===== src/rtl/u8g_pkg.sv =====
// Shared types and constants for the UTF-8 to glyph decoder.
// No dependencies; imported by every module of the block.
`default_nettype none

package u8g_pkg;

    // Lead byte classes
    localparam logic [7:0] LEAD2_MASK = 8'hE0;
    localparam logic [7:0] LEAD2_CODE = 8'hC0;
    localparam logic [7:0] LEAD3_MASK = 8'hF0;
    localparam logic [7:0] LEAD3_CODE = 8'hE0;
    localparam logic [7:0] LEAD4_MASK = 8'hF8;
    localparam logic [7:0] LEAD4_CODE = 8'hF0;
    localparam logic [7:0] CONT_MASK  = 8'hC0;
    localparam logic [7:0] CONT_CODE  = 8'h80;

    // Smallest legal code point for each continuation count
    localparam logic [20:0] MIN_LEN1 = 21'h000080;
    localparam logic [20:0] MIN_LEN2 = 21'h000800;
    localparam logic [20:0] MIN_LEN3 = 21'h010000;

    // Glyph constants
    localparam logic [6:0] GLYPH_NEWLINE = 7'd10;
    localparam logic [6:0] GLYPH_QMARK   = 7'd63;
    localparam logic [6:0] GLYPH_FIRST   = 7'd32;
    localparam logic [6:0] GLYPH_LAST    = 7'd126;

    // Accent mark codes
    localparam logic [2:0] MARK_NONE       = 3'd0;
    localparam logic [2:0] MARK_GRAVE      = 3'd1;
    localparam logic [2:0] MARK_ACUTE      = 3'd2;
    localparam logic [2:0] MARK_CIRCUMFLEX = 3'd3;
    localparam logic [2:0] MARK_TILDE      = 3'd4;
    localparam logic [2:0] MARK_DIAERESIS  = 3'd5;
    localparam logic [2:0] MARK_CEDILLA    = 3'd6;

    // Completed code point or error waiting for the glyph lookup
    typedef struct packed {
        logic        valid;
        logic        err;
        logic [20:0] cp;
    } stage_t;

    // One result transaction
    typedef struct packed {
        logic [6:0]  glyph_char;
        logic [2:0]  accent_mark;
        logic [20:0] code_point;
        logic        substituted;
        logic        decode_error;
        logic        run_last;
    } result_t;

    // Output queue occupancy as seen by the stage control
    typedef struct packed {
        logic room_one;
        logic room_two;
    } queue_status_t;

endpackage

`default_nettype wire


===== src/rtl/u8g_assembler.sv =====
// Byte assembler: tracks the multi-byte sequence and registers each completed
// code point or decode error. Depends on u8g_pkg.
`default_nettype none

module u8g_assembler
    import u8g_pkg::*;
(
    input  wire logic       clk,
    input  wire logic       rst_n,
    input  wire logic       in_valid,
    output logic            in_ready,
    input  wire logic [7:0] text_byte,
    input  wire logic       final_byte,
    input  wire logic       stage_take,
    output stage_t          stage
);

    logic [1:0]  pending_reg, pending_next;
    logic [1:0]  seq_len_reg, seq_len_next;
    logic [20:0] partial_reg, partial_next;
    logic        s_valid_reg, s_valid_next;
    logic        s_err_reg, s_err_next;
    logic [20:0] s_cp_reg, s_cp_next;

    logic        accept;
    logic        produce;
    logic        prod_err;
    logic [20:0] prod_cp;
    logic [20:0] merged;
    logic [20:0] min_cp;

    assign in_ready = !s_valid_reg || stage_take;
    assign accept   = in_valid && in_ready;
    assign merged   = {partial_reg[14:0], text_byte[5:0]};

    // Pick the overlong threshold for the current sequence
    always_comb
    begin
        unique case (seq_len_reg)
            2'd1:    min_cp = MIN_LEN1;
            2'd2:    min_cp = MIN_LEN2;
            2'd3:    min_cp = MIN_LEN3;
            default: min_cp = '0;
        endcase
    end

    // Decode one byte against the sequence state
    always_comb
    begin
        pending_next = pending_reg;
        seq_len_next = seq_len_reg;
        partial_next = partial_reg;
        produce      = 1'b0;
        prod_err     = 1'b0;
        prod_cp      = '0;
        if (pending_reg == 2'd0)
        begin
            if (!text_byte[7])
            begin
                produce = 1'b1;
                prod_cp = {13'd0, text_byte};
            end
            else if ((text_byte & LEAD2_MASK) == LEAD2_CODE ||
                     (text_byte & LEAD3_MASK) == LEAD3_CODE ||
                     (text_byte & LEAD4_MASK) == LEAD4_CODE)
            begin
                if (final_byte)
                begin
                    produce  = 1'b1;
                    prod_err = 1'b1;
                end
                else if ((text_byte & LEAD2_MASK) == LEAD2_CODE)
                begin
                    pending_next = 2'd1;
                    seq_len_next = 2'd1;
                    partial_next = {16'd0, text_byte[4:0]};
                end
                else if ((text_byte & LEAD3_MASK) == LEAD3_CODE)
                begin
                    pending_next = 2'd2;
                    seq_len_next = 2'd2;
                    partial_next = {17'd0, text_byte[3:0]};
                end
                else
                begin
                    pending_next = 2'd3;
                    seq_len_next = 2'd3;
                    partial_next = {18'd0, text_byte[2:0]};
                end
            end
            else
            begin
                produce  = 1'b1;
                prod_err = 1'b1;
            end
        end
        else if ((text_byte & CONT_MASK) != CONT_CODE)
        begin
            // Bad continuation: drop the sequence
            produce      = 1'b1;
            prod_err     = 1'b1;
            pending_next = 2'd0;
            seq_len_next = 2'd0;
            partial_next = '0;
        end
        else if (pending_reg == 2'd1)
        begin
            produce      = 1'b1;
            prod_err     = merged < min_cp;
            prod_cp      = prod_err ? 21'd0 : merged;
            pending_next = 2'd0;
            seq_len_next = 2'd0;
            partial_next = '0;
        end
        else if (final_byte)
        begin
            // Truncated sequence
            produce      = 1'b1;
            prod_err     = 1'b1;
            pending_next = 2'd0;
            seq_len_next = 2'd0;
            partial_next = '0;
        end
        else
        begin
            pending_next = pending_reg - 2'd1;
            partial_next = merged;
        end
    end

    // Load or drain the stage register
    always_comb
    begin
        s_valid_next = s_valid_reg;
        s_err_next   = s_err_reg;
        s_cp_next    = s_cp_reg;
        if (accept)
        begin
            s_valid_next = produce;
            s_err_next   = prod_err;
            s_cp_next    = prod_cp;
        end
        else if (stage_take)
        begin
            s_valid_next = 1'b0;
        end
    end

    // Hold sequence state and stage control
    always_ff @(posedge clk or negedge rst_n)
    begin
        if (!rst_n)
        begin
            pending_reg <= 2'd0;
            seq_len_reg <= 2'd0;
            partial_reg <= '0;
            s_valid_reg <= 1'b0;
        end
        else
        begin
            if (accept)
            begin
                pending_reg <= pending_next;
                seq_len_reg <= seq_len_next;
                partial_reg <= partial_next;
            end
            s_valid_reg <= s_valid_next;
        end
    end

    // Stage payload
    always_ff @(posedge clk)
    begin
        s_err_reg <= s_err_next;
        s_cp_reg  <= s_cp_next;
    end

    assign stage.valid = s_valid_reg;
    assign stage.err   = s_err_reg;
    assign stage.cp    = s_cp_reg;

endmodule

`default_nettype wire


===== src/rtl/u8g_mapper.sv =====
// Glyph mapper: turns a registered code point into one or two result
// transactions for the printable-ASCII font. Depends on u8g_pkg.
`default_nettype none

module u8g_mapper
    import u8g_pkg::*;
(
    input  wire stage_t stage,
    output logic        two,
    output result_t     res0,
    output result_t     res1
);

    logic [20:0] cp;
    logic [6:0]  ch;
    logic [6:0]  ch2;
    logic [2:0]  mk;
    logic        known;
    logic        pair;

    assign cp = stage.cp;

    // Look up the code point
    always_comb
    begin
        ch    = GLYPH_QMARK;
        ch2   = GLYPH_QMARK;
        mk    = MARK_NONE;
        known = 1'b1;
        pair  = 1'b0;
        if (cp == 21'd10)
        begin
            ch = GLYPH_NEWLINE;
        end
        else if (cp >= {14'd0, GLYPH_FIRST} && cp <= {14'd0, GLYPH_LAST})
        begin
            ch = cp[6:0];
        end
        else
        begin
            unique case (cp)
                21'h0000C0: begin ch = 7'("A"); mk = MARK_GRAVE;      end
                21'h0000C1: begin ch = 7'("A"); mk = MARK_ACUTE;      end
                21'h0000C2: begin ch = 7'("A"); mk = MARK_CIRCUMFLEX; end
                21'h0000C3: begin ch = 7'("A"); mk = MARK_TILDE;      end
                21'h0000C4: begin ch = 7'("A"); mk = MARK_DIAERESIS;  end
                21'h0000C7: begin ch = 7'("C"); mk = MARK_CEDILLA;    end
                21'h0000C8: begin ch = 7'("E"); mk = MARK_GRAVE;      end
                21'h0000C9: begin ch = 7'("E"); mk = MARK_ACUTE;      end
                21'h0000CA: begin ch = 7'("E"); mk = MARK_CIRCUMFLEX; end
                21'h0000CB: begin ch = 7'("E"); mk = MARK_DIAERESIS;  end
                21'h0000CC: begin ch = 7'("I"); mk = MARK_GRAVE;      end
                21'h0000CD: begin ch = 7'("I"); mk = MARK_ACUTE;      end
                21'h0000CE: begin ch = 7'("I"); mk = MARK_CIRCUMFLEX; end
                21'h0000CF: begin ch = 7'("I"); mk = MARK_DIAERESIS;  end
                21'h0000D1: begin ch = 7'("N"); mk = MARK_TILDE;      end
                21'h0000D2: begin ch = 7'("O"); mk = MARK_GRAVE;      end
                21'h0000D3: begin ch = 7'("O"); mk = MARK_ACUTE;      end
                21'h0000D4: begin ch = 7'("O"); mk = MARK_CIRCUMFLEX; end
                21'h0000D5: begin ch = 7'("O"); mk = MARK_TILDE;      end
                21'h0000D6: begin ch = 7'("O"); mk = MARK_DIAERESIS;  end
                21'h0000D9: begin ch = 7'("U"); mk = MARK_GRAVE;      end
                21'h0000DA: begin ch = 7'("U"); mk = MARK_ACUTE;      end
                21'h0000DB: begin ch = 7'("U"); mk = MARK_CIRCUMFLEX; end
                21'h0000DC: begin ch = 7'("U"); mk = MARK_DIAERESIS;  end
                21'h0000DD: begin ch = 7'("Y"); mk = MARK_ACUTE;      end
                21'h0000E0: begin ch = 7'("a"); mk = MARK_GRAVE;      end
                21'h0000E1: begin ch = 7'("a"); mk = MARK_ACUTE;      end
                21'h0000E2: begin ch = 7'("a"); mk = MARK_CIRCUMFLEX; end
                21'h0000E3: begin ch = 7'("a"); mk = MARK_TILDE;      end
                21'h0000E4: begin ch = 7'("a"); mk = MARK_DIAERESIS;  end
                21'h0000E7: begin ch = 7'("c"); mk = MARK_CEDILLA;    end
                21'h0000E8: begin ch = 7'("e"); mk = MARK_GRAVE;      end
                21'h0000E9: begin ch = 7'("e"); mk = MARK_ACUTE;      end
                21'h0000EA: begin ch = 7'("e"); mk = MARK_CIRCUMFLEX; end
                21'h0000EB: begin ch = 7'("e"); mk = MARK_DIAERESIS;  end
                21'h0000EC: begin ch = 7'("i"); mk = MARK_GRAVE;      end
                21'h0000ED: begin ch = 7'("i"); mk = MARK_ACUTE;      end
                21'h0000EE: begin ch = 7'("i"); mk = MARK_CIRCUMFLEX; end
                21'h0000EF: begin ch = 7'("i"); mk = MARK_DIAERESIS;  end
                21'h0000F1: begin ch = 7'("n"); mk = MARK_TILDE;      end
                21'h0000F2: begin ch = 7'("o"); mk = MARK_GRAVE;      end
                21'h0000F3: begin ch = 7'("o"); mk = MARK_ACUTE;      end
                21'h0000F4: begin ch = 7'("o"); mk = MARK_CIRCUMFLEX; end
                21'h0000F5: begin ch = 7'("o"); mk = MARK_TILDE;      end
                21'h0000F6: begin ch = 7'("o"); mk = MARK_DIAERESIS;  end
                21'h0000F9: begin ch = 7'("u"); mk = MARK_GRAVE;      end
                21'h0000FA: begin ch = 7'("u"); mk = MARK_ACUTE;      end
                21'h0000FB: begin ch = 7'("u"); mk = MARK_CIRCUMFLEX; end
                21'h0000FC: begin ch = 7'("u"); mk = MARK_DIAERESIS;  end
                21'h0000FD: begin ch = 7'("y"); mk = MARK_ACUTE;      end
                21'h0000FF: begin ch = 7'("y"); mk = MARK_DIAERESIS;  end
                // Ligatures
                21'h0000C6: begin ch = 7'("A"); ch2 = 7'("e"); pair = 1'b1; end
                21'h0000DF: begin ch = 7'("s"); ch2 = 7'("s"); pair = 1'b1; end
                21'h0000E6: begin ch = 7'("a"); ch2 = 7'("e"); pair = 1'b1; end
                21'h000152: begin ch = 7'("O"); ch2 = 7'("e"); pair = 1'b1; end
                21'h000153: begin ch = 7'("o"); ch2 = 7'("e"); pair = 1'b1; end
                // Plain substitutes
                21'h0000A1: ch = 7'("!");
                21'h0000BF: ch = 7'("?");
                21'h002018: ch = 7'("'");
                21'h002019: ch = 7'("'");
                21'h00201C: ch = 7'("\"");
                21'h00201D: ch = 7'("\"");
                21'h002013: ch = 7'("-");
                21'h002014: ch = 7'("-");
                21'h002026: ch = 7'(".");
                21'h0000A0: ch = 7'(" ");
                default:    known = 1'b0;
            endcase
        end
    end

    // Build the result transactions; an error clears every field but decode_error and run_last
    always_comb
    begin
        two  = 1'b0;
        res0 = '0;
        res1 = '0;
        if (stage.err)
        begin
            res0.decode_error = 1'b1;
            res0.run_last     = 1'b1;
        end
        else
        begin
            two               = pair;
            res0.glyph_char   = ch;
            res0.accent_mark  = mk;
            res0.code_point   = cp;
            res0.substituted  = !known;
            res0.run_last     = !pair;
            res1.glyph_char   = ch2;
            res1.code_point   = cp;
            res1.run_last     = 1'b1;
        end
    end

endmodule

`default_nettype wire


===== src/rtl/u8g_out_queue.sv =====
// Two-entry result queue that parts the lookup from the receiver and takes a
// ligature pair in one push. Depends on u8g_pkg.
`default_nettype none

module u8g_out_queue
    import u8g_pkg::*;
(
    input  wire logic    clk,
    input  wire logic    rst_n,
    input  wire logic    push,
    input  wire logic    push_two,
    input  wire result_t push_res0,
    input  wire result_t push_res1,
    output queue_status_t status,
    output logic         out_valid,
    input  wire logic    out_ready,
    output result_t      head
);

    logic [1:0] count_reg, count_next;
    result_t    ent0_reg, ent0_next;
    result_t    ent1_reg, ent1_next;
    logic       pop;
    logic [1:0] after_pop;

    assign out_valid = count_reg != 2'd0;
    assign head      = ent0_reg;
    assign pop       = out_valid && out_ready;
    assign after_pop = pop ? count_reg - 2'd1 : count_reg;

    assign status.room_one = after_pop != 2'd2;
    assign status.room_two = after_pop == 2'd0;

    // Shift out the head, then append the new transactions
    always_comb
    begin
        ent0_next  = pop ? ent1_reg : ent0_reg;
        ent1_next  = ent1_reg;
        count_next = after_pop;
        if (push)
        begin
            unique case (after_pop)
                2'd0:
                begin
                    ent0_next  = push_res0;
                    ent1_next  = push_res1;
                    count_next = push_two ? 2'd2 : 2'd1;
                end
                2'd1:
                begin
                    ent1_next  = push_res0;
                    count_next = 2'd2;
                end
                default:
                begin
                    count_next = after_pop;
                end
            endcase
        end
    end

    // Hold occupancy
    always_ff @(posedge clk or negedge rst_n)
    begin
        if (!rst_n)
        begin
            count_reg <= 2'd0;
        end
        else
        begin
            count_reg <= count_next;
        end
    end

    // Queue payload
    always_ff @(posedge clk)
    begin
        ent0_reg <= ent0_next;
        ent1_reg <= ent1_next;
    end

endmodule

`default_nettype wire


===== src/rtl/utf8_to_glyph_decoder.sv =====
// UTF-8 to glyph decoder top level.
// Input channel: text_byte and final_byte, taken on in_valid && in_ready.
// Output channel: one glyph transaction per out_valid && out_ready, carrying
// glyph_char, accent_mark, code_point, substituted, decode_error, run_last.
// A ligature yields two transactions with the same code point; run_last marks
// the last transaction caused by one input byte. Lead and middle bytes of a
// sequence yield nothing unless they end in an error.
// A completed result passes through the stage register, then the output
// queue, before it is offered to the receiver.
// Throughput: one byte per cycle while single-glyph results flow and the
// receiver is ready; a ligature yields two transactions through the output
// port, one per cycle, so the stage waits until both queue entries are free.
// Stall: the two-entry output queue keeps accepting while one result waits;
// once it is full the stage register holds and in_ready drops.
// Reset: asynchronous, active low; the sequence state returns to idle and the
// stage and queue are emptied. No clearing pass is needed.
// Depends on u8g_pkg, u8g_assembler, u8g_mapper, u8g_out_queue.
`default_nettype none

module utf8_to_glyph_decoder
    import u8g_pkg::*;
(
    input  wire logic        clk,
    input  wire logic        rst_n,
    input  wire logic        in_valid,
    output logic             in_ready,
    input  wire logic [7:0]  text_byte,
    input  wire logic        final_byte,
    output logic             out_valid,
    input  wire logic        out_ready,
    output logic [6:0]       glyph_char,
    output logic [2:0]       accent_mark,
    output logic [20:0]      code_point,
    output logic             substituted,
    output logic             decode_error,
    output logic             run_last
);

    stage_t        stage;
    logic          stage_take;
    logic          two;
    result_t       res0;
    result_t       res1;
    result_t       head;
    queue_status_t q_status;

    u8g_assembler u_assembler (
        .clk        (clk),
        .rst_n      (rst_n),
        .in_valid   (in_valid),
        .in_ready   (in_ready),
        .text_byte  (text_byte),
        .final_byte (final_byte),
        .stage_take (stage_take),
        .stage      (stage)
    );

    u8g_mapper u_mapper (
        .stage (stage),
        .two   (two),
        .res0  (res0),
        .res1  (res1)
    );

    // Advance the stage once the queue has room for all its transactions
    assign stage_take = stage.valid && (two ? q_status.room_two : q_status.room_one);

    u8g_out_queue u_out_queue (
        .clk       (clk),
        .rst_n     (rst_n),
        .push      (stage_take),
        .push_two  (two),
        .push_res0 (res0),
        .push_res1 (res1),
        .status    (q_status),
        .out_valid (out_valid),
        .out_ready (out_ready),
        .head      (head)
    );

    assign glyph_char   = head.glyph_char;
    assign accent_mark  = head.accent_mark;
    assign code_point   = head.code_point;
    assign substituted  = head.substituted;
    assign decode_error = head.decode_error;
    assign run_last     = head.run_last;

endmodule

`default_nettype wire


===== config.mk =====
export PLATFORM = sky130hd
export DESIGN_NAME = utf8_to_glyph_decoder
export DESIGN_NICKNAME = d
export VERILOG_FILES = /design/src/rtl/u8g_pkg.sv /design/src/rtl/u8g_assembler.sv /design/src/rtl/u8g_mapper.sv /design/src/rtl/u8g_out_queue.sv /design/src/rtl/utf8_to_glyph_decoder.sv
export SDC_FILE = /design/constraint.sdc
export NUM_CORES = 1
export LEC_CHECK = 0
export BUFFER_PORTS_ARGS = -buffer_cell sky130_fd_sc_hd__buf_2
export CAP_MARGIN = 25
export CORE_ASPECT_RATIO = 1.5
export CORE_UTILIZATION = 50
export CTS_BUF_LIST = sky130_fd_sc_hd__clkbuf_4 sky130_fd_sc_hd__clkbuf_8
export CTS_CLUSTER_DIAMETER = 30
export DETAILED_ROUTE_END_ITERATION = 8
export GPL_TIMING_DRIVEN = 1
export HOLD_SLACK_MARGIN = 0.12
export PLACE_DENSITY_LB_ADDON = 0.08
export SLEW_MARGIN = 20
export SYNTH_ARGS = -nofsm -noshare
export SYNTH_HDL_FRONTEND = slang
export SYNTH_SLANG_ARGS = --single-unit

===== constraint.sdc =====
create_clock -name clk -period 5 [get_ports clk]
set_input_delay 0 -clock clk [delete_from_list [all_inputs] [get_ports clk]]
set_output_delay 0 -clock clk [all_outputs]
set_load 0.02 [all_outputs]

======== Word level (Yosys, flattened, before mapping) ========
Index checks and enable logic that the tools add are counted.
word-level totals
  bits in registers ....................... 112
  bits of input ports ..................... 13
operators by class
  reduce and logical (&&, ||, !) cells .... 42
  $lt $le $gt $ge ......................... 3
  $add $sub $neg .......................... 2
  equal/unequal tests ..................... 80
  mux-type cells .......................... 71
operator list
  kind                                                                                  count
  21-bit by 8-bit == test with 1-bit output, second input constant                      57
  7-bit case mux with 23 select lines                                                   1
  21-bit by 14-bit == test with 1-bit output, second input constant                     7
  15-bit 2-to-1 mux                                                                     7
  21-bit 2-to-1 mux                                                                     5
  34-bit 2-to-1 mux                                                                     3
  34-bit case mux with 2 select lines                                                   1
  66-bit OR reduction                                                                   1
  17-bit case mux with 3 select lines                                                   1
  21-bit by 9-bit == test with 1-bit output, second input constant                      2
  7-bit 2-to-1 mux                                                                      6
  32-bit 2-to-1 mux                                                                     1
  2-bit 2-to-1 mux                                                                      15
  6-bit OR reduction                                                                    5
  4-bit OR reduction                                                                    7
  1-bit 2-to-1 mux                                                                      24
  21-bit by 4-bit == test with 1-bit output, second input constant                      1
  21-bit by 6-bit greater-or-equal comparator with 1-bit output, second input constant  1
  21-bit by 7-bit less-or-equal comparator with 1-bit output, second input constant     1
  21-bit by 17-bit less-than comparator with 1-bit output                               1
  10-bit OR reduction                                                                   2
  3-bit case mux with 6 select lines                                                    1
  7-bit case mux with 2 select lines                                                    1
  12-bit OR reduction                                                                   1
  other kinds (23)                                                                      46

======== Depth between registers and ports, before layout ========
Gate-level depths: netlist of run 1.
  word-level depth ........................ 11
  mapped depth ............................ 13
  gate-level depth less buffers ........... 9

======== Cells and area by module ========
Synthesis of run 1 repeated with hierarchy kept, for this count alone.
second synthesis, totals
  cell total of the unflattened synthesis .. 711
  area total of the unflattened synthesis .. 6994.2 sq um
modules (own cells, without submodules)
  module                 seq. area each (sq um)  cells each  times used  area each (sq um)
  u8g_out_queue          1751.7                  281         1           3309.4
  u8g_assembler          1161.1                  159         1           1993.2
  u8g_mapper             0.0                     269         1           1675.4
  utf8_to_glyph_decoder  0.0                     2           1           16.3

======== Worst setup path before layout of run 1 ========
OpenSTA, ideal clock, no wires.
  path type ............................... reg2reg
  start point ............................. reg u_out_queue.count_reg[0]
  end point ............................... reg u_out_queue.ent1_reg[0] (netlist name), enable pin
  stages on the path, launching flop included .. 10
  path buffers ............................ 2
  library setup time ...................... 437 ps
  slack ................................... 991 ps
  required time ........................... 4563 ps
  arrival time ............................ 3572 ps
  path through ............................ dfrtp_1 clkbuf_1 inv_1 ha_1 nor2b_1 clkbuf_1 nor3_1 nor3_1 nand3_1 a21oi_1
on the way
  word-level cells in the longest chain between the ends .. 7
  elaborated cells between the ends (all ways) .. 11
RTL lines
  what                                                                                 RTL line                                                       source
  start: declaration                                                                   u8g_out_queue.sv:20                                            logic [1:0] count_reg, count_next;
  start signal: assignment                                                             u8g_out_queue.sv:71                                            count_reg <= count_next;
  branches (longest 2 deep; another with 2-bit by 1-bit subtractor with 2-bit output)  --
  2-bit 2-to-1 mux (*)                                                                 u8g_out_queue.sv:29                                            assign after_pop = pop ? count_reg - 2'd1 : count_reg;
  2-bit inequality test / 2-bit zero test (equally long branches)                      u8g_out_queue.sv:31, u8g_out_queue.sv:32, u8g_out_queue.sv:42
  1-bit 2-to-1 mux                                                                     utf8_to_glyph_decoder.sv:66                                    assign stage_take = stage.valid && (two ? q_status.room_two : q_status.room_one);
  1-bit logical AND                                                                    utf8_to_glyph_decoder.sv:66
  2-bit AND reduction (no source line) (*)                                             --
  end signal: assignment                                                               u8g_out_queue.sv:79                                            ent1_reg <= ent1_next;
  end: declaration                                                                     u8g_out_queue.sv:22                                            result_t ent1_reg, ent1_next;
Every way passes the cells marked *.
A chain may end at the register's enable or synchronous reset.

======== Final worst setup path of run 1 ========
  start point ............................. reg u_out_queue.count_reg[0]
  end point ............................... reg u_assembler.partial_reg[4]
on the way
  word-level cells in the longest chain between the ends .. 9
  elaborated cells between the ends (all ways) .. 11
RTL lines
  what                                                                                 RTL line                                  source
  branches (longest 2 deep; another with 2-bit by 1-bit subtractor with 2-bit output)  --
  2-bit 2-to-1 mux (*)                                                                 u8g_out_queue.sv:29
  2-bit inequality test / 2-bit zero test (equally long branches)                      u8g_out_queue.sv:31, u8g_out_queue.sv:32
  1-bit 2-to-1 mux (*)                                                                 utf8_to_glyph_decoder.sv:66
  1-bit logical AND (*)                                                                utf8_to_glyph_decoder.sv:66
  1-bit logical OR (*)                                                                 u8g_assembler.sv:32                       assign in_ready = !s_valid_reg || stage_take;
  1-bit logical AND (*)                                                                u8g_assembler.sv:33                       assign accept = in_valid && in_ready;
  4-bit AND reduction (no source line) (*)                                             --
  end signal: assignment                                                               u8g_assembler.sv:165                      partial_reg <= partial_next;
  end: declaration                                                                     u8g_assembler.sv:20                       logic [20:0] partial_reg, partial_next;
Marked as above.

==> results.cfg, run 1 <==
[worst_setup_path]
cp.arrival_ps = 3680
cp.required_ps = 5330
cp_slowest_cell = dlygate4sd3_1
end_kind = flip-flop
cp_max_fo = 37
worstRegToRegCells = 10
start_kind = flip-flop
reg2reg_to = u_assembler.partial_reg[4]
worstPathCellList = inv_1, ha_1, nor2b_2, buf_4, nor3_1, o31ai_2, o211ai_2, buf_6, o31ai_1, dlygate4sd3_1
critical-path-max-stage-delay_ps = 570
crit_type = flip-flop to flip-flop
reg2reg_slack_ps = 1650
endpoint = u_assembler.partial_reg[4]
startpoint = u_out_queue.count_reg[0]
r2r_start = u_out_queue.count_reg[0]

[sta]
slew-limit-headroom = 0.409
setup_viol = 0
finalSetupTns_ps = 0
drv_slew = 0
hold_slack_ps = 424
tightest_slew_ps = 886
hold_viol_final = 0
fin_worst_skew_ps = 17.5
period_needed_ps = 3350
period_share = 0.670
rsz0062_at_grt = false
fmax_mhz = 299

[cts]
cts_tree = built
worstSkewPairLatency_ps = 380
clock_path_buffers = 2
htree_levels = 3
path_clk_slew_ps = 120
cts_resized = 0
cts_sinks = 112
cts-root-buf = clkbuf_8
cts_buffers = 9

[logic_synthesis]
synthDistinctLibCells = 82
synth.mux.area_fraction = 0.00312
syn-num-nets = 728
synth-compound-area-share = 0.188
ys.flop_type = edfxtp_1
synthSimpleGateAreaFrac = 0.287
synth-seq-area-share = 0.454
synth_top_family_by_area = simple AND/OR/NAND/NOR gates
ys_warn_count = 0
synthXorXnorAreaFrac = 0.00682
synth_top_area_cell = edfxtp_1
syn_area_um2 = 6420
synth_fa_ha_area_frac = 0.00974
synth_top_area_share = 0.262
netlist_instances = 710
synth_area_leaders = edfxtp_1, dfxtp_1, dfrtp_1
synth-edff-count = 56
ys_ff_latch = 112
synth.avg_cell_area_um2 = 9.04
synthArstFlopShare = 0.196

[floorplan]
die_w_um = 94.5
die_area_um2 = 13300
design.core.area_um2 = 12500
io_pins = 49
rows = 50
die_h_um = 141
floorplan.initialDensity = 0.513

[power]
vdd.ir_drop.worst_mv = 0.267
power_density_nw_per_um2 = 542
total_power_w = 0.00384
p_leak_nw = 2.72

[global_routing]
grt_pass1_vias = 5271
grt_max_degree = 38
antenna_found_initial = 0
grt_pass1_wl_um = 28300
grt_usage = 0.277
global_route.overflow_total = 0

[placement]
dpl.hpwl_um = 12800
port-buffer-count = 48
place_congestion = 0.953

[final_layout]
fill_cells = 1150
synthToLayoutAreaGrowth_pct = 10.4
num-nets-final = 761
utilization = 0.566
layout-drive-gt1-share = 0.142
antenna_cells = 0

[job]
cap_violations = 0

[drt]
drt_iter0_markers = 426
remaining_drc_errors = 0
wl_um = 17900
drt-vias-per-instance = 6.24
antenna_left = 0
num_vias = 5642
firstDrtPassIters = 5
wl_per_cell_um = 19.8

[worst_hold_path]
hold_class = primary input to flip-flop

[status]
status = completed
per-layer routing:
layer  routed length [um]  global-route usage  vias up
li1                     -                   -     2661
met1                 7630               0.374     2723
met2                 8830               0.448      218
met3                  895              0.0318       40
met4                  552               0.116        0
met5                    0                   0        -
critical path: cells and delay by family, from the launching register on:
kind | cells | cell delay (ps)
compound gates | 3 | 880
fa+ha+maj | 1 | 250
buf+inv | 4 | 1330
flops | 1 | 550
simple gates | 2 | 280
how the worst min path moves through the flow:
stage                      start                         end  slack (ps)  cells past startpoint
floorplan                  rst_n  u_assembler.partial_reg[0]        -300                      0
global placement           rst_n  u_assembler.pending_reg[1]         0.6                      1
detailed placement         rst_n  u_assembler.pending_reg[1]           1                      1
CTS                 text_byte[2]  u_assembler.partial_reg[2]         410                      3
global route        text_byte[2]  u_assembler.partial_reg[2]         420                      3
finish              text_byte[2]  u_assembler.partial_reg[2]         420                      3
cells by family after synthesis:
logic type                 Yosys count
muxes                                2
DFF                                112
AOI/OAI and AO/OA                  165
and+or+nand+nor                    353
xor gates and xnor gates             5
buffers and inverters               68
adders and majority gates            5
layout make-up:
| type | instances | area (um2) | share of cell area |
|---|---|---|---|
| clock inverter | 7 | 72.6 | 0.0102 |
| multi-input combinational | 530 | 3200 | 0.452 |
| inverter | 13 | 48.8 | 0.00689 |
| sequential | 112 | 2910 | 0.411 |
| tap | 156 | 195 | 0.0275 |
| clock buffer | 9 | 124 | 0.0175 |
| timing repair buffer | 77 | 529 | 0.0747 |
synth_stat cells, types with 3 or more instances:
cell,n
nand3b_1,3
nand4_1,13
buf_6,5
dfrtp_1,22
xnor2_1,4
nand3_1,31
o2111ai_1,5
nand4b_1,3
nand2b_1,10
inv_1,12
nor3_1,15
dfxtp_1,34
o32ai_1,4
a21oi_1,22
o41a_1,3
or4_1,6
nor2_1,69
ha_1,5
a32o_1,3
nor3b_1,5
clkbuf_1,26
o21a_1,3
nand2_1,107
or3_1,3
buf_4,4
a22o_1,12
a32oi_1,6
o21ai_0,26
a31o_2,4
edfxtp_1,56
a211oi_1,3
o21ai_1,9
and3_1,15
o31a_1,3
nor2b_1,29
and2_1,19
buf_2,16
buf_1,4
o211ai_1,6
o31ai_1,4
a31oi_1,27
placed cells by master, fill, tap and decap left out, types with 22 or more instances in the layout:
cell,count
nand2_1,107
buf_2,48
dfrtp_1,22
o21ai_0,25
nor2b_1,28
a31oi_1,27
nor2_1,69
nand3_1,31
edfxtp_1,56
dfxtp_1,34
where the power goes:
part           internal, W  switching, W  total [W]
Clock             0.000195      0.000336   0.000531
Sequential         0.00135      0.000243    0.00159
Combinational     0.000597       0.00112    0.00172
Total              0.00214       0.00170    0.00384
through the flow:
stage	cells	worst slack, ps	instance area [um2]
floorplan	710	991	6420
global placement	869	1690	6680
detailed placement	870	1710	6700
CTS	902	1480	7060
global route	904	1460	7090
finish	904	1650	7090
what timing repair did:
action                                 CTS  global route
setup buffers                            0             0
endpoints found under the hold margin   41             0
hold buffers                            16             0
Note: power is estimated with default switching activity, not from simulation.
==> run 2, diff against run 1 <==
--- a/config.mk
+++ b/config.mk
@@ -5,6 +5,7 @@
 export SDC_FILE = /design/constraint.sdc
 export NUM_CORES = 1
 export LEC_CHECK = 0
+export ABC_AREA = 1
 export BUFFER_PORTS_ARGS = -buffer_cell sky130_fd_sc_hd__buf_2
 export CAP_MARGIN = 25
 export CORE_ASPECT_RATIO = 1.5
==> constraint.sdc (replaced) <==
create_clock -name clk -period 3.15 [get_ports clk]
set_input_delay 0 -clock clk [delete_from_list [all_inputs] [get_ports clk]]
set_output_delay 0 -clock clk [all_outputs]
set_load 0.02 [all_outputs]
==> run 2 against run 1 <==
Power increased by 68%. Clock skew shrank 0.78 ps. Setup slack worse by 1400 ps. Register-to-register slack worse by 1400 ps. Cell area grew 14%. Clock power rose by 64%. Synthesized area rose by 12%. First-iteration DRC count grew 76%. Core utilization increased by 0.60 points. Global-route usage up 3.5 points. Sequential power grew 61%. Critical path type unchanged. Largest cell class unchanged. Largest power group unchanged.
==> results.cfg, run 2 <==
[status]
status = completed

[cts]
cts_buffers = 9
cts-root-buf = clkbuf_8
postCtsSetupBuffers = 0
cts_tree = built
clock_path_buffers = 2
cts_sinks = 112
worstSkewPairLatency_ps = 380
path_clk_slew_ps = 120
htree_levels = 3

[sta]
hold_viol_final = 0
fin_ws_ps = 212
drv_slew = 0
period_share = 0.933
slew-limit-headroom = 0.550
fmax_mhz = 340
rsz0062_at_grt = false
fin_worst_skew_ps = 16.8
finalSetupTns_ps = 0
tightest_slew_ps = 674
setup_viol = 0
period_needed_ps = 2940

[drt]
wl_per_cell_um = 17.6
drt-vias-per-instance = 5.69
wl_um = 22400
antenna_left = 0
firstDrtPassIters = 6
remaining_drc_errors = 0
drt_iter0_markers = 749
num_vias = 7238

[final_layout]
num-nets-final = 1094
layout_common_cells = nand2_1, nor2_1, inv_1, nand3_1, edfxtp_1
final_common_cell = nand2_1
synthToLayoutAreaGrowth_pct = 11.6
antenna_cells = 0
layout-drive-gt1-share = 0.126

[worst_setup_path]
start_kind = flip-flop
crit_type = flip-flop to flip-flop
cp.arrival_ps = 3230
cp.required_ps = 3440
cp_max_fo = 11
end_kind = flip-flop

[logic_synthesis]
netlist_instances = 1011
synth_top_area_share = 0.233
ys_warn_count = 0
synthArstFlopShare = 0.196
synth-edff-count = 56
synth_top_area_cell = edfxtp_1
synth_most_common_cell = nand2_1
synthTopCellsByCount = nand2_1, nor2_1, inv_1
synth-seq-area-share = 0.404
ys.flop_type = edfxtp_1
syn_area_um2 = 7210
synth.avg_cell_area_um2 = 7.13
synthDistinctLibCells = 50
synth_area_leaders = edfxtp_1, nand2_1, nor2_1
ys_ff_latch = 112
syn-num-nets = 1029

[global_routing]
global_route.overflow_total = 0
grt_pass1_vias = 6823
antenna_found_initial = 0
grt_pass1_wl_um = 35700
grt_max_degree = 39
grt_usage = 0.312

[placement]
port-buffer-count = 48
place_congestion = 1.16
preCtsSetupSlack_ps = 278
dpl.hpwl_um = 17000

[job]
cap_violations = 0

[worst_hold_path]
hold_class = primary input to async pin

[floorplan]
io_pins = 49
die_w_um = 100
rows = 53
design.core.area_um2 = 14100
die_area_um2 = 14900
floorplan.initialDensity = 0.513
die_h_um = 149

[power]
power_density_nw_per_um2 = 800
p_leak_nw = 3.90
vdd.ir_drop.worst_mv = 0.414
## run 2: cell count changes after synthesis, sizes merged, moves of 23 or more
cell / delta
nor2: +126
nand2: +124
inv: +109
nand3: +79
nor2b: -29
nand4: +28
a31oi: -23
## run 2: final timing paths
| check | start | endpoint | slack (ps) | depth (start not counted) |
|---|---|---|---|---|
| min reg2reg | u_out_queue.head[8] | u_out_queue.head[8] | 480 | 2 |
| max in group asynchronous | rst_n | u_assembler.partial_reg[7] | 2670 | 2 |
| min | rst_n | u_assembler.pending_reg[1] | 110 | 2 |
| min in group clk | text_byte[7] | u_assembler.seq_len_reg[1] | 180 | 6 |
| max | u_assembler.s_cp_reg[1] | u_assembler.seq_len_reg[0] | 210 | 16 |
| max reg2reg | u_assembler.s_cp_reg[1] | u_assembler.seq_len_reg[0] | 210 | 16 |
## run 2: area by class of cell
class,instances,area (um2)
sequential,112,2910
clock inverter,7,68.8
fill,1396,6010
clock buffer,9,124
multi-input combinational,744,3680
timing repair buffer,87,566
inverter,122,458
tap,192,240
## run 2: stage by stage
| step | cells | cell area [um2] | hold WS (ps) | power [W] | utilization |
|---|---|---|---|---|---|
| after global routing | 1273 | 8050 | 167 | 0.00692 | 0.572 |
| after detailed placement | 1244 | 7720 | 9.97 | 0.00558 | 0.549 |
| final | 1273 | 8050 | 110 | 0.00644 | 0.572 |
| after floorplan | 1011 | 7210 | -296 | 0.00468 | - |
| after CTS | 1273 | 8040 | 122 | 0.00646 | 0.572 |
| after global placement | 1244 | 7720 | 2.19 | 0.00556 | 0.549 |
## run 2: cell families after synthesis
family          synth area share
xor+xnor                 0.00122
flops                      0.404
mux                       0.0389
buf+inv                   0.0873
fa+ha+maj                0.00868
simple gates               0.377
compound gates            0.0832
## run 2: metal layers
layer	global-route usage	part of all wire	up-vias	wire [um]
met5	0	0	-	0
met4	0.143	0.046	0	1040
met3	0.0403	0.069	88	1550
met2	0.506	0.46	343	10400
met1	0.413	0.42	3310	9410
li1	-	-	3497	-
## run 2: critical path, cell delays in order, from the launching register on
cell and delay [ps]:
edfxtp_1 490, inv_2 150, nor2_4 170, nand2_2 80
nor2_1 140, nand2_1 60, a21oi_1 200, nor3_1 90
buf_4 150, nand2_1 60, nand2_1 100, nand2_2 110
nand3_4 150, buf_4 220, nand4_1 70, dlygate4sd3_1 560
nand2_1 60
## run 2: power breakdown
part,leakage (nW),internal [W],total (W),switching [W]
sequential,1.12,0.00228,0.00256,0.000279
combinational,2.68,0.000918,0.00300,0.00209
clock,0.0989,0.000315,0.000871,0.000556
total,3.90,0.00352,0.00644,0.00292
## run 2: what timing repair did
action                     in CTS  in global routing
hold endpoints to repair       54                  0
resized for setup               0                  2
setup endpoints to repair       0                  2
hold buffers                   13                  0
==> run 3, diff against run 2 <==
--- a/config.mk
+++ b/config.mk
@@ -13,10 +13,9 @@
 export CTS_BUF_LIST = sky130_fd_sc_hd__clkbuf_4 sky130_fd_sc_hd__clkbuf_8
 export CTS_CLUSTER_DIAMETER = 30
 export DETAILED_ROUTE_END_ITERATION = 8
-export GPL_TIMING_DRIVEN = 1
+export GPL_TIMING_DRIVEN = 0
 export HOLD_SLACK_MARGIN = 0.12
 export PLACE_DENSITY_LB_ADDON = 0.08
-export SLEW_MARGIN = 20
 export SYNTH_ARGS = -nofsm -noshare
 export SYNTH_HDL_FRONTEND = slang
 export SYNTH_SLANG_ARGS = --single-unit
==> run 3 against run 2 <==
Via count is 0.33% higher. Critical path depth shrank 3. Non-clock buffer count increased by 6. Global-route usage grew 0.89 points. Critical endpoint is now u_out_queue.ent1_reg[27]. Largest power group unchanged. Clock-buffer cell count increased by 1.
==> results.cfg, run 3 (same netlist as run 2, synthesis figures left out) <==
[status]
status = completed

[placement]
dpl.cell_count = 1251
place_congestion = 1.01
dpl.hpwl_um = 17900
port-buffer-count = 47

[cts]
cts_sinks = 112
path_clk_slew_ps = 120
cts-root-buf = clkbuf_8
cts_tree = built
htree_levels = 3
cts_buffers = 9
clock_path_buffers = 2
worstSkewPairLatency_ps = 380

[drt]
wl_um = 23100
drt-vias-per-instance = 5.67
wl_per_cell_um = 18.0
num_vias = 7262
firstDrtPassIters = 5
drt_iter0_markers = 585
antenna_left = 0
remaining_drc_errors = 0

[worst_setup_path]
cp.required_ps = 3290
start_kind = flip-flop
worstPathCellList = nor2_1, nand4_1, nor2_4, buf_6, nand3_1, inv_1, nor2_1, nand3_1, nor2_1, nand3_1, nand2_1, nand2_1, nand2_1
crit_type = flip-flop to flip-flop
reg2reg_to = u_out_queue.ent1_reg[27]
end_kind = flip-flop
worstRegToRegCells = 13
reg2reg_slack_ps = 140
r2r_start = u_assembler.s_cp_reg[20]
cp_max_fo = 10
critical-path-max-stage-delay_ps = 450
cp.arrival_ps = 3150
cp_slowest_cell = nand4_1

[global_routing]
grt_pass1_wl_um = 36600
antenna_found_initial = 0
grt_pass1_vias = 6877
grt_max_degree = 25
global_route.overflow_total = 0
grt_usage = 0.321

[final_layout]
instances_no_fill = 1280
final_common_cell = nand2_1
layout_common_cells = nand2_1, nor2_1, inv_1, nand3_1, buf_2
layout-drive-gt1-share = 0.121
num-nets-final = 1101
synthToLayoutAreaGrowth_pct = 12.2
antenna_cells = 0

[sta]
fin_worst_skew_ps = 23.0
period_share = 0.956
period_needed_ps = 3010
tightest_slew_ps = 757
rsz0062_at_grt = true
fmax_mhz = 332
setup_viol = 0
slew-limit-headroom = 0.495
hold_slack_ps = 117
hold_viol_final = 0
drv_slew = 0

[floorplan]
die_w_um = 100
floorplan.initialDensity = 0.513
rows = 53
die_h_um = 149
design.core.area_um2 = 14100
io_pins = 49
die_area_um2 = 14900

[power]
vdd.ir_drop.worst_mv = 0.425
p_leak_nw = 3.90
power_density_nw_per_um2 = 820

[job]
cap_violations = 0

[worst_hold_path]
hold_class = primary input to async pin
-- run 3: how the worst max path moves through the flow --
stage / start / end / slack (ps) / cells past startpoint
after detailed placement: u_assembler.s_cp_reg[1] / u_assembler.s_cp_reg[20] / 20 / 13
after global routing: u_assembler.s_cp_reg[19] / u_assembler.s_cp_reg[11] / 2 / 10
after CTS: u_assembler.s_cp_reg[18] / u_assembler.s_cp_reg[11] / 10 / 12
after floorplan: u_out_queue.count_reg[0] / u_out_queue.ent1_reg[0] / 270 / 11
after global placement: u_assembler.s_cp_reg[1] / u_out_queue.count_reg[0] / -620 / 14
final: u_assembler.s_cp_reg[20] / u_out_queue.ent1_reg[27] / 140 / 13
-- run 3: where the power goes --
group	total, W	internal (W)	leakage (nW)	switching (W)
clock network	0.000916	0.000398	0.111	0.000518
logic	0.00314	0.000969	2.67	0.00217
registers	0.00257	0.00229	1.12	0.000284
-- run 3: critical path: cells and delay by family (launching register included) --
kind	cells	cell delay (ps)
simple gates	11	1860
buf+inv	2	490
flops	1	410
-- run 3: layout make-up --
class,instances,area (um2)
tap,192,240
clock inverter,6,86.3
inverter,122,462
multi-input combinational,744,3680
sequential,112,2910
buffer,33,174
clock buffer,10,131
timing repair inverter,1,7.51
timing repair buffer,60,393
fill,1436,5970
-- run 3: routing by layer --
metal / wire length [um] / vias up / GRT usage
li1: - / 3517 / -
met1: 9440 / 3344 / 0.399
met2: 11100 / 325 / 0.540
met3: 1520 / 76 / 0.0459
met4: 1050 / 0 / 0.162
met5: 0 / - / 0
-- run 3: what timing repair did --
item	4_1_cts	5_1_grt
endpoints found under the hold margin	44	0
endpoints found under the setup margin	17	47
buffers inserted	0	1
gates cloned	0	1
pin swaps	0	1
resized for setup	1	4
hold buffers	11	0
-- run 3: through the flow --
stage	setup TNS (ps)	utilization	power, W	cell area (um2)	setup slack [ps]
final	0	0.575	0.00663	8090	137
after CTS	0	0.573	0.00660	8050	11.8
after global routing	0	0.575	0.00709	8090	1.91
after detailed placement	0	0.549	0.00567	7720	20.3
after floorplan	0	-	0.00468	7210	269
after global placement	-21590	0.547	0.00557	7680	-622
